<file path="src/rtl/lfsi_pkg.sv">
`timescale 1ns / 1ps
`default_nettype none
package lfsi_pkg;

  localparam int TABLE_DEPTH = 1024;
  localparam int ADDR_W      = 10;
  localparam int MAX_ORDER   = 4;
  localparam int SAMPLE_W    = 24;
  localparam int COEF_W      = 20;

  // datapath operations
  localparam logic [3:0] OP_NONE  = 4'd0;
  localparam logic [3:0] OP_MLO   = 4'd1;
  localparam logic [3:0] OP_MHI   = 4'd2;
  localparam logic [3:0] OP_U     = 4'd3;
  localparam logic [3:0] OP_START = 4'd4;
  localparam logic [3:0] OP_S     = 4'd5;
  localparam logic [3:0] OP_POW   = 4'd6;
  localparam logic [3:0] OP_MAC   = 4'd7;
  localparam logic [3:0] OP_WR    = 4'd8;
  localparam logic [3:0] OP_YR    = 4'd9;
  localparam logic [3:0] OP_YI    = 4'd10;
  localparam logic [3:0] OP_FIN   = 4'd11;

  // configuration register indexes
  localparam logic [1:0] REG_ORDER  = 2'd0;
  localparam logic [1:0] REG_COUNT  = 2'd1;
  localparam logic [1:0] REG_ORIGIN = 2'd2;
  localparam logic [1:0] REG_INV    = 2'd3;

  typedef struct packed {
    logic       load;
    logic [3:0] op;
    logic [2:0] k;
    logic [2:0] j;
  } cmd_t;

  typedef struct packed {
    logic [2:0] order;
    logic       bad;
    logic       fin_ok;
  } status_t;

  // lagrange weight matrices in Q4.16, per order, row j, power k
  localparam logic signed [COEF_W-1:0] COEF [4][5][5] = '{
    '{ '{ 20'sd65536, -20'sd65536, 20'sd0, 20'sd0, 20'sd0 },
       '{ 20'sd0, 20'sd65536, 20'sd0, 20'sd0, 20'sd0 },
       '{ 20'sd0, 20'sd0, 20'sd0, 20'sd0, 20'sd0 },
       '{ 20'sd0, 20'sd0, 20'sd0, 20'sd0, 20'sd0 },
       '{ 20'sd0, 20'sd0, 20'sd0, 20'sd0, 20'sd0 } },
    '{ '{ 20'sd65536, -20'sd98304, 20'sd32768, 20'sd0, 20'sd0 },
       '{ 20'sd0, 20'sd131072, -20'sd65536, 20'sd0, 20'sd0 },
       '{ 20'sd0, -20'sd32768, 20'sd32768, 20'sd0, 20'sd0 },
       '{ 20'sd0, 20'sd0, 20'sd0, 20'sd0, 20'sd0 },
       '{ 20'sd0, 20'sd0, 20'sd0, 20'sd0, 20'sd0 } },
    '{ '{ 20'sd65536, -20'sd120149, 20'sd65536, -20'sd10923, 20'sd0 },
       '{ 20'sd0, 20'sd196608, -20'sd163840, 20'sd32768, 20'sd0 },
       '{ 20'sd0, -20'sd98304, 20'sd131072, -20'sd32768, 20'sd0 },
       '{ 20'sd0, 20'sd21845, -20'sd32768, 20'sd10923, 20'sd0 },
       '{ 20'sd0, 20'sd0, 20'sd0, 20'sd0, 20'sd0 } },
    '{ '{ 20'sd65536, -20'sd136533, 20'sd95573, -20'sd27307, 20'sd2731 },
       '{ 20'sd0, 20'sd262144, -20'sd283989, 20'sd98304, -20'sd10923 },
       '{ 20'sd0, -20'sd196608, 20'sd311296, -20'sd131072, 20'sd16384 },
       '{ 20'sd0, 20'sd87381, -20'sd152917, 20'sd76459, -20'sd10923 },
       '{ 20'sd0, -20'sd16384, 20'sd30037, -20'sd16384, 20'sd2731 } }
  };

endpackage
`default_nettype wire

</file>
<file path="src/rtl/lfsi_ctrl.sv">
`timescale 1ns / 1ps
`default_nettype none
module lfsi_ctrl (
  input  wire logic            clk,
  input  wire logic            rst,
  input  wire logic            in_valid,
  input  wire logic            action,
  input  wire lfsi_pkg::status_t status,
  output logic                 in_stall,
  output lfsi_pkg::cmd_t       cmd
);
  import lfsi_pkg::*;

  localparam logic [3:0] ST_IDLE  = 4'd0;
  localparam logic [3:0] ST_MLO   = 4'd1;
  localparam logic [3:0] ST_MHI   = 4'd2;
  localparam logic [3:0] ST_U     = 4'd3;
  localparam logic [3:0] ST_START = 4'd4;
  localparam logic [3:0] ST_S     = 4'd5;
  localparam logic [3:0] ST_POW   = 4'd6;
  localparam logic [3:0] ST_MAC   = 4'd7;
  localparam logic [3:0] ST_WR    = 4'd8;
  localparam logic [3:0] ST_YR    = 4'd9;
  localparam logic [3:0] ST_YI    = 4'd10;
  localparam logic [3:0] ST_FIN   = 4'd11;

  logic [3:0] state, state_next;
  logic [2:0] k, k_next;
  logic [2:0] j, j_next;
  logic       accept;

  assign in_stall = (state != ST_IDLE);
  assign accept   = in_valid && !in_stall;

  // sequencing of one query
  always_comb begin
    state_next = state;
    k_next     = k;
    j_next     = j;
    cmd.load   = accept;
    cmd.op     = OP_NONE;
    cmd.k      = k;
    cmd.j      = j;
    case (state)
      ST_IDLE: begin
        if (accept && action) begin
          state_next = status.bad ? ST_FIN : ST_MLO;
        end
      end
      ST_MLO: begin
        cmd.op     = OP_MLO;
        state_next = ST_MHI;
      end
      ST_MHI: begin
        cmd.op     = OP_MHI;
        state_next = ST_U;
      end
      ST_U: begin
        cmd.op     = OP_U;
        state_next = ST_START;
      end
      ST_START: begin
        cmd.op     = OP_START;
        state_next = ST_S;
      end
      ST_S: begin
        cmd.op     = OP_S;
        k_next     = 3'd1;
        state_next = ST_POW;
      end
      ST_POW: begin
        cmd.op = OP_POW;
        if (k == status.order) begin
          k_next     = 3'd0;
          j_next     = 3'd0;
          state_next = ST_MAC;
        end else begin
          k_next = k + 3'd1;
        end
      end
      ST_MAC: begin
        cmd.op = OP_MAC;
        if (k == status.order) begin
          state_next = ST_WR;
        end else begin
          k_next = k + 3'd1;
        end
      end
      ST_WR: begin
        cmd.op     = OP_WR;
        state_next = ST_YR;
      end
      ST_YR: begin
        cmd.op     = OP_YR;
        state_next = ST_YI;
      end
      ST_YI: begin
        cmd.op = OP_YI;
        if (j == status.order) begin
          state_next = ST_FIN;
        end else begin
          j_next     = j + 3'd1;
          k_next     = 3'd0;
          state_next = ST_MAC;
        end
      end
      ST_FIN: begin
        cmd.op = OP_FIN;
        if (status.fin_ok) begin
          state_next = ST_IDLE;
        end
      end
      default: begin
        state_next = ST_IDLE;
      end
    endcase
  end

  always_ff @(posedge clk) begin
    if (rst) begin
      state <= ST_IDLE;
      k     <= 3'd0;
      j     <= 3'd0;
    end else begin
      state <= state_next;
      k     <= k_next;
      j     <= j_next;
    end
  end

`ifndef SYNTHESIS
  a_query_leaves_idle: assert property (@(posedge clk) disable iff (rst)
    (accept && action) |=> (state != ST_IDLE))
    else $error("query beat did not start work");
  a_write_stays_idle: assert property (@(posedge clk) disable iff (rst)
    (accept && !action) |=> (state == ST_IDLE))
    else $error("sample write left idle");
  a_k_bound: assert property (@(posedge clk) disable iff (rst)
    (state == ST_MAC || state == ST_POW) |-> (k <= status.order))
    else $error("power index beyond order");
  a_j_bound: assert property (@(posedge clk) disable iff (rst)
    (state == ST_YI) |-> (j <= status.order))
    else $error("window index beyond order");
`endif

endmodule
`default_nettype wire

</file>
<file path="config.mk">
export PLATFORM = sky130hd
export DESIGN_NAME = lfsi_ctrl
export DESIGN_NICKNAME = d
export VERILOG_FILES = /design/src/rtl/lfsi_pkg.sv /design/src/rtl/lfsi_ctrl.sv
export SDC_FILE = /design/constraint.sdc
export NUM_CORES = 1
export LEC_CHECK = 0
export BUFFER_PORTS_ARGS = -buffer_cell sky130_fd_sc_hd__buf_2
export CAP_MARGIN = 20
export CORE_ASPECT_RATIO = 0.75
export CORE_MARGIN = 3
export CORE_UTILIZATION = 45
export CTS_CLUSTER_SIZE = 28
export DETAILED_ROUTE_END_ITERATION = 6
export GPL_TIMING_DRIVEN = 0
export PLACE_DENSITY = 0.73
export SLEW_MARGIN = 20
export SYNTH_ARGS = -nofsm -noshare
export SYNTH_HDL_FRONTEND = slang
export SYNTH_SLANG_ARGS = --single-unit
</file>
<file path="constraint.sdc">
create_clock -name clk -period 2.8 [get_ports clk]
set_clock_uncertainty 0.15 [all_clocks]
set_input_delay 0.14 -clock clk [delete_from_list [all_inputs] [get_ports clk]]
set_output_delay 0.14 -clock clk [all_outputs]
set_load 0.01 [all_outputs]
</file>
# Word level (Yosys, flattened, before mapping)
# Cells that the tools add are included.
[totals]
ff_bits = 10
in_bits = 9
output_inout_bits = 12
word_cells = 49
[op_classes]
addsub = 2
n_eq_ne = 19
n_mux = 15
reduce_logical = 10
[ops]
columns = ["op", "n"]
rows = [
  ["4-bit one-hot mux with 12 select lines", 1],
  ["4-bit one-hot mux with 11 select lines", 1],
  ["4-bit two-way mux", 6],
  ["4-bit by 3-bit equality test with 1-bit output, second input constant", 4],
  ["4-bit equality test, second input constant", 4],
  ["3-bit two-way mux", 5],
  ["2-bit != test, second input constant", 6],
  ["3-bit one-hot mux with 4 select lines", 1],
  ["4-bit by 2-bit equality test with 1-bit output, second input constant", 2],
  ["4-bit nonzero test", 2],
  ["3-bit by 1-bit adder with 3-bit output, second input constant", 2],
  ["3-bit equality test", 2],
  ["3-bit one-hot mux with 2 select lines", 1],
  ["3-bit AND reduction", 2],
  ["4-bit by 1-bit equality test with 1-bit output, second input constant", 1],
  ["4-bit logical NOT", 1],
  ["4-bit AND reduction", 1],
  ["1-bit logical AND", 2],
  ["2-bit nonzero test", 1],
  ["1-bit logical NOT", 1],
]

# Logic depth before layout (Yosys ltp)
# Gate-level depths: netlist (run 1).
[logic_depth]
ltp_word = 6
mapped_depth = 7
depth_no_buf = 5

# Worst setup path after synthesis (run 1)
# OpenSTA, ideal clock, no wires.
[synth_timing]
kind = "reg2reg"
startpoint = "register k[0]"
endpoint = "register j[1]"
setup_time_ns = 0.130
t_arrival_ns = 1.363
required_time_ns = 2.520
setup_slack_ns = 1.157
stages_incl_launch_ff = 6
path_buffers = 0
period_less_slack_ns = 1.643
cell_sequence = "dfxtp_1 -> xnor2_1 -> nand3_1 -> o2bb2a_1 -> mux2i_1 -> nor2_1"
[synth_via]
elab_chain_len = 3
[synth_rtl]
columns = ["item", "line", "source"]
rows = [
  ["start, declared", "lfsi_ctrl.sv:28", "logic [2:0] k, k_next;"],
  ["start signal, assigned", "lfsi_ctrl.sv:126", "k <= k_next;"],
  ["3-bit equality test", "lfsi_ctrl.sv:73", "if (k == status.order) begin"],
  ["2-bit != test (no source line)", "-", ""],
  ["3-bit AND reduction (no source line)", "-", ""],
  ["end signal, assigned", "lfsi_ctrl.sv:127", "j <= j_next;"],
  ["end, declared", "lfsi_ctrl.sv:29", "logic [2:0] j, j_next;"],
]
# Every way passes these cells.
# A chain may end at the register's enable or synchronous reset.

# Worst setup path in the final report (run 1)
[layout_timing]
startpoint = "register state[2]"
endpoint = "output port cmd[10] (netlist name)"
[layout_via]
elab_chain_len = 3
[layout_rtl]
columns = ["item", "line", "source"]
rows = [
  ["start, declared", "lfsi_ctrl.sv:27", "logic [3:0] state, state_next;"],
  ["start signal, assigned", "lfsi_ctrl.sv:125", "state <= state_next;"],
  ["4-bit nonzero test", "lfsi_ctrl.sv:32", "assign in_stall = (state != ST_IDLE);"],
  ["1-bit logical NOT", "lfsi_ctrl.sv:33", "assign accept = in_valid && !in_stall;"],
  ["1-bit logical AND", "lfsi_ctrl.sv:33", ""],
  ["end, declared", "lfsi_ctrl.sv:10", "output lfsi_pkg::cmd_t cmd"],
]
# Every way passes these cells.

==> results of run 1 <==
layout make-up:
cell class	instances	share of cell area
Multi-Input combinational cell	77	0.576
Sequential cell	10	0.205
Timing Repair Buffer	20	0.103
Buffer	7	0.0501
Tap cell	21	0.0270
Clock buffer	3	0.0231
Inverter	4	0.0154
registers in the layout (all words and copies together) (netlist names):
register,cells
state,4
j,3
k,3
critical path, cell delays in order, from the launching register on:
cell and delay (ps):
dfxtp_1 300, buf_6 130, or4_4 540, nor2_1 110, buf_4 100, buf_2 110
metrics by stage:
step / area [um2] / setup WS, ps
CTS: 975 / 937
floorplan: 826 / 1160
finish: 975 / 947
global route: 975 / 875
global placement: 952 / 1030
detailed placement: 952 / 1020
routing by layer:
layer / track usage / vias to the layer above
li1: - / 399
met2: 0.269 / 23
met3: 0.0729 / 2
met1: 0.221 / 349
met4: 0.0291 / 0
met5: 0 / -
synth_stat cells (2+ instances only):
cell and instances:
nor2b_1 3, dfxtp_1 10, buf_6 2, ha_1 2
nand3_1 5, nand2_1 7, a21oi_1 5, xnor2_1 6
o21ai_0 4, nor3_1 2, and2_1 2, o21ai_1 2
buf_2 3, nor2_1 8, inv_1 3, nand2b_1 2
and3_1 3, nor3b_2 2, mux2i_1 4
path summary, 6_finish.rpt:
| path | start | to | slack [ps] |
|---|---|---|---|
| setup / recovery | state[2] | cmd[10] | 950 |
| hold / removal | rst | k[2] | 30 |
| setup reg to reg | k[0] | j[1] | 1000 |
| hold reg to reg | k[1] | k[1] | 390 |
cells by family after synthesis:
group	after synthesis	share of synthesized area
multiplexers	4	0.0485
flip-flops	10	0.242
buffers and inverters	11	0.0773
AND/OR/NAND/NOR	40	0.279
AO/OA/AOI/OAI	25	0.259
adder cells (fa/ha/maj)	2	0.0303
XOR/XNOR	6	0.0636
power by group:
| group | switching (mW) | internal [mW] | leakage [nW] |
|---|---|---|---|
| registers | 0.0278 | 0.170 | 0.0813 |
| clock network | 0.0462 | 0.0495 | 0.0138 |
| logic | 0.274 | 0.215 | 0.320 |
==> flow_metrics.py, run 1 <==
metrics = {
    "timing": {
        "setup_viol": 0,
        "worst_pin_slew_ps": 493,
        "finalHoldWorstSlack_ps": 26.1,
        "hold_viol": 0,
        "min_period_over_period": 0.662,
        "finalSetupTns_ps": 0,
        "period_minus_slack_ps": 1850,
        "slew_headroom": 0.671,
        "rsz0062_at_grt": "no",
        "maxSlewViolCount": 0,
        "fmax_mhz": 540,
    },
    "clock_network": {
        "ctsHoldBuffers": 0,
        "cts-buffers-inserted": 3,
        "cts_max_level": 1,
        "clk_pin_slew_worst_paths_ps": 60,
        "worstSkewPairLatency_ps": 260,
        "post_cts_buffers": 0,
        "cts_sinks": 10,
        "cts_max_path_buffers": 2,
        "cts_tree": "yes",
        "cts_resized": 0,
        "clockRootBuffer": "clkbuf_4",
    },
    "placed_design": {
        "gp_congestion": 0.828,
        "dpl.hpwl_mm": 1.42,
        "port-buffer-count": 20,
        "numPlacedInstances": 139,
    },
    "worst_hold_path": {
        "whs_path_depth": 3,
        "min_path_type": "in -> reg",
    },
    "synthesis": {
        "synth_area_um2": 826,
        "yosysTopAreaCellShare": 0.242,
        "syn_avg_cell_area_um2": 8.43,
        "synth_seq_cells": 10,
        "synth_edf_count": 0,
        "yosys-top-cells-area": "dfxtp_1, xnor2_1, mux2i_1, nor2_1, o32ai_4",
        "async_reset_ff_frac": 0,
        "syn_inst": 98,
        "synthFlopType": "dfxtp_1",
        "synth_area_leader_cell": "dfxtp_1",
        "yosys_warnings": 0,
        "syn_nets": 109,
        "ys_seq_area_frac": 0.242,
        "yosysUniqueCellTypes": 42,
    },
    "global_route": {
        "antenna_found_initial": 0,
        "grt_pass1_vias": 701,
        "grt_pass1_wl_mm": 3.24,
        "grt_max_degree": 11,
        "track_usage": 0.171,
        "grt_overflow": 0,
    },
    "worst_setup_path": {
        "cp.required_ps": 2510,
        "arrival_ps": 1560,
        "r2r_cells": 5,
        "path_class": "reg -> out",
        "start_kind": "register",
        "critPathCaptureType": "output port",
        "worstPathMaxFanout": 10,
    },
    "routing": {
        "routed.top_layer": "met4",
        "first_pass_iters": 4,
        "viasPerCell": 5.44,
        "drcViolationCount": 0,
        "drt_iter0_drc": 27,
        "wl_mm": 1.88,
        "wl_per_cell_um": 13.2,
        "met1Wirelength_um": 884,
        "antenna_left": 0,
        "dr_wl_met2_um": 854,
        "wl_met3_um": 130,
        "num_vias": 773,
    },
    "floorplan": {
        "rows": 12,
        "io_pins": 21,
        "die_y_um": 43.1,
        "core_um2": 1610,
        "fp.dieW_um": 55.5,
        "die_area_um2": 2390,
        "initial_core_util": 0.514,
    },
    "power_and_ir_drop": {
        "ir_worst_vdd_mv": 0.515,
        "leakage_nw": 0.415,
        "p_total_mw": 0.783,
        "p_per_area_nw_per_um2": 803,
    },
    "layout": {
        "regArea_um2": 200,
        "areaGrowthSynthToFinish_pct": 18.0,
        "n_antenna_cell": 0,
        "mostFrequentLayoutCells": "buf_2, dfxtp_1, nor2_1, nand2_1, xnor2_1",
        "fin_cells": 142,
        "final_common_cell": "buf_2",
        "multi_input_area_um2": 562,
        "drive_gt1_frac": 0.331,
        "nFillCells": 137,
        "final_core_utilization": 0.607,
        "fin_nets": 134,
    },
    "run": {
        "maxCapViolCount": 0,
    },
    "status": {
        "run_status": "completed",
    },
}
(Power assumes the default switching activity.)
==> run 2, diff against run 1 <==
- ABC_AREA: unset -> 1
- PLACE_DENSITY: 0.73 -> 0.76
- clock period: 2.8 -> 1.5 ns (I/O delays scaled with it)
==> flow_metrics.py, run 2 <==
metrics = {
    "layout": {
        "fin_nets": 194,
        "final_core_utilization": 0.651,
        "fin_cells": 203,
        "n_antenna_cell": 0,
        "top_regs": "state x4, j x3, k x3",
        "top_register": "state",
        "largest_register_ffs": 4,
        "drive_gt1_frac": 0.376,
        "nFillCells": 161,
        "design_area_um2": 1150,
        "mostFrequentLayoutCells": "nand2_1, inv_1, buf_2, nor2_1",
        "final_common_cell": "nand2_1",
        "areaGrowthSynthToFinish_pct": 34.4,
    },
    "timing": {
        "setup_viol": 0,
        "period_minus_slack_ps": 1460,
        "layout_setup_ws_ps": 44.2,
        "maxSlewViolCount": 0,
        "hold_viol": 0,
        "slew_headroom": 0.677,
        "fmax_mhz": 687,
        "finalHoldWorstSlack_ps": 69.6,
        "worst_pin_slew_ps": 484,
        "min_period_over_period": 0.971,
        "finalSetupTns_ps": 0,
    },
    "clock_network": {
        "cts_sinks": 10,
        "worstSkewPairLatency_ps": 270,
        "cts_max_path_buffers": 2,
        "clk_pin_slew_worst_paths_ps": 60,
        "cts_max_level": 1,
        "cts-buffers-inserted": 3,
        "cts_tree": "yes",
        "clockRootBuffer": "clkbuf_4",
    },
    "synthesis": {
        "synth_common_cells": "nand2_1, inv_1, nor2_1, dfxtp_1, nand3_1",
        "synth_most_common_cell": "nand2_1",
        "syn_avg_cell_area_um2": 5.65,
        "async_reset_ff_frac": 0,
        "synthFlopType": "dfxtp_1",
        "yosys_warnings": 0,
        "syn_nets": 163,
        "syn_inst": 152,
        "synth_seq_cells": 10,
        "yosysUniqueCellTypes": 20,
        "ys_seq_area_frac": 0.233,
        "synth_area_leader_cell": "nand2_1",
        "synth_area_um2": 858,
        "yosysTopAreaCellShare": 0.236,
        "synth_edf_count": 0,
        "yosys-top-cells-area": "nand2_1, dfxtp_1, inv_1, nor2_1, nand3_1",
    },
    "global_route": {
        "track_usage": 0.170,
        "antenna_found_initial": 0,
        "grt_max_degree": 10,
        "grt_overflow": 0,
        "grt_pass1_wl_mm": 3.28,
        "grt_pass1_vias": 804,
    },
    "routing": {
        "drt_iter0_drc": 32,
        "first_pass_iters": 5,
        "wl_mm": 2.29,
        "antenna_left": 0,
        "viasPerCell": 4.98,
        "drcViolationCount": 0,
        "wl_per_cell_um": 11.3,
        "num_vias": 1011,
    },
    "power_and_ir_drop": {
        "leakage_nw": 0.617,
        "p_per_area_nw_per_um2": 1370,
        "p_total_mw": 1.58,
        "ir_worst_vdd_mv": 1.23,
    },
    "worst_setup_path": {
        "arrival_ps": 1490,
        "worstSetupStartpoint": "state[0]",
        "crit_end": "state[1]",
        "worstPathMaxFanout": 5,
        "cp.required_ps": 1530,
        "critPathCaptureType": "register",
        "reg2reg_slack_ps": 40,
        "r2r_cells": 9,
        "start_kind": "register",
        "r2r-end": "state[1]",
        "path_class": "reg -> reg",
        "r2r-start": "state[0]",
    },
    "placed_design": {
        "numPlacedInstances": 193,
        "dpl.hpwl_mm": 1.59,
        "port-buffer-count": 19,
        "dp_slack_ps": -3.77,
        "place_area_um2": 981,
        "gp_congestion": 0.875,
    },
    "floorplan": {
        "io_pins": 21,
        "initial_core_util": 0.484,
        "core_um2": 1770,
        "fp.dieW_um": 56.4,
        "die_area_um2": 2470,
        "die_y_um": 43.8,
        "rows": 13,
    },
    "run": {
        "maxCapViolCount": 0,
    },
    "status": {
        "run_status": "completed",
    },
    "worst_hold_path": {
        "min_path_type": "in -> reg",
    },
}
[run 2: changes by cell type after synthesis, moves of 3 or more]
| cell | before | now |
|---|---|---|
| and3_1 | 3 | 0 |
| o21ai_0 | 4 | 1 |
| nor2_1 | 8 | 19 |
| nand2_1 | 7 | 54 |
| nand3_1 | 5 | 9 |
| xnor2_1 | 6 | 3 |
| inv_1 | 3 | 24 |
| a21oi_1 | 5 | 8 |
| nand2_2 | 1 | 6 |
| nor2b_1 | 3 | 0 |
| buf_2 | 3 | 0 |
| mux2i_1 | 4 | 0 |
[run 2: area by class of cell]
class | instances | area [um2] | area share
inverter | 27 | 101 | 0.0879
buffer | 1 | 3.75 | 0.00325
clock buffer | 3 | 22.5 | 0.0195
sequential | 10 | 218 | 0.189
tap | 22 | 27.5 | 0.0239
multi-input combinational | 113 | 617 | 0.535
timing repair buffer | 27 | 164 | 0.142
[run 2: how the worst min path moves through the flow]
stage	to	depth (start not counted)	from
4_1_cts	state[3]	5	status[1]
3_5_place_dp	state[3]	4	status[0]
6_report	j[1]	2	rst
5_1_grt	k[2]	2	rst
3_3_place_gp	state[3]	4	status[0]
2_1_floorplan	state[3]	3	status[0]
[run 2: critical path, stage by stage (launching register included)]
cell     delay [ps]
dfxtp_4         380
nor2_4           50
inv_2            70
nor2_4           30
buf_4           120
nand2_1          80
nand2_1          70
a21oi_2         190
nand2_1          90
a21oi_1         150
[run 2: logic make-up (layout without fill, tap and decap cells)]
| group | count (synthesis) | in the layout | synth area share |
|---|---|---|---|
| adders and majority gates | 2 | 2 | 0.0291 |
| and+or+nand+nor | 95 | 95 | 0.487 |
| xor gates and xnor gates | 4 | 4 | 0.0408 |
| AOI/OAI and AO/OA | 12 | 12 | 0.0787 |
| buffers and inverters | 29 | 58 | 0.131 |
| DFF | 10 | 10 | 0.233 |
[run 2: where the power goes]
part,switching (mW),internal [mW]
Sequential,0.0809,0.341
Clock,0.0892,0.0927
Combinational,0.559,0.419
Total,0.729,0.853
[run 2: timing repair]
| item | 4_1_cts | 5_1_grt |
|---|---|---|
| pin swaps | 2 | 6 |
| hold buffers | 1 | 0 |
| setup buffers | 1 | 6 |
| hold endpoints to repair | 1 | 0 |
| cloned | 0 | 0 |
| setup endpoints to repair | 2 | 11 |
| resized for setup | 7 | 24 |
[run 2: routing by layer]
| metal | share of wire | global-route usage |
|---|---|---|
| met5 | 0 | 0 |
| met3 | 0.072 | 0.0655 |
| met1 | 0.43 | 0.227 |
| met2 | 0.47 | 0.265 |
| met4 | 0.023 | 0.0284 |
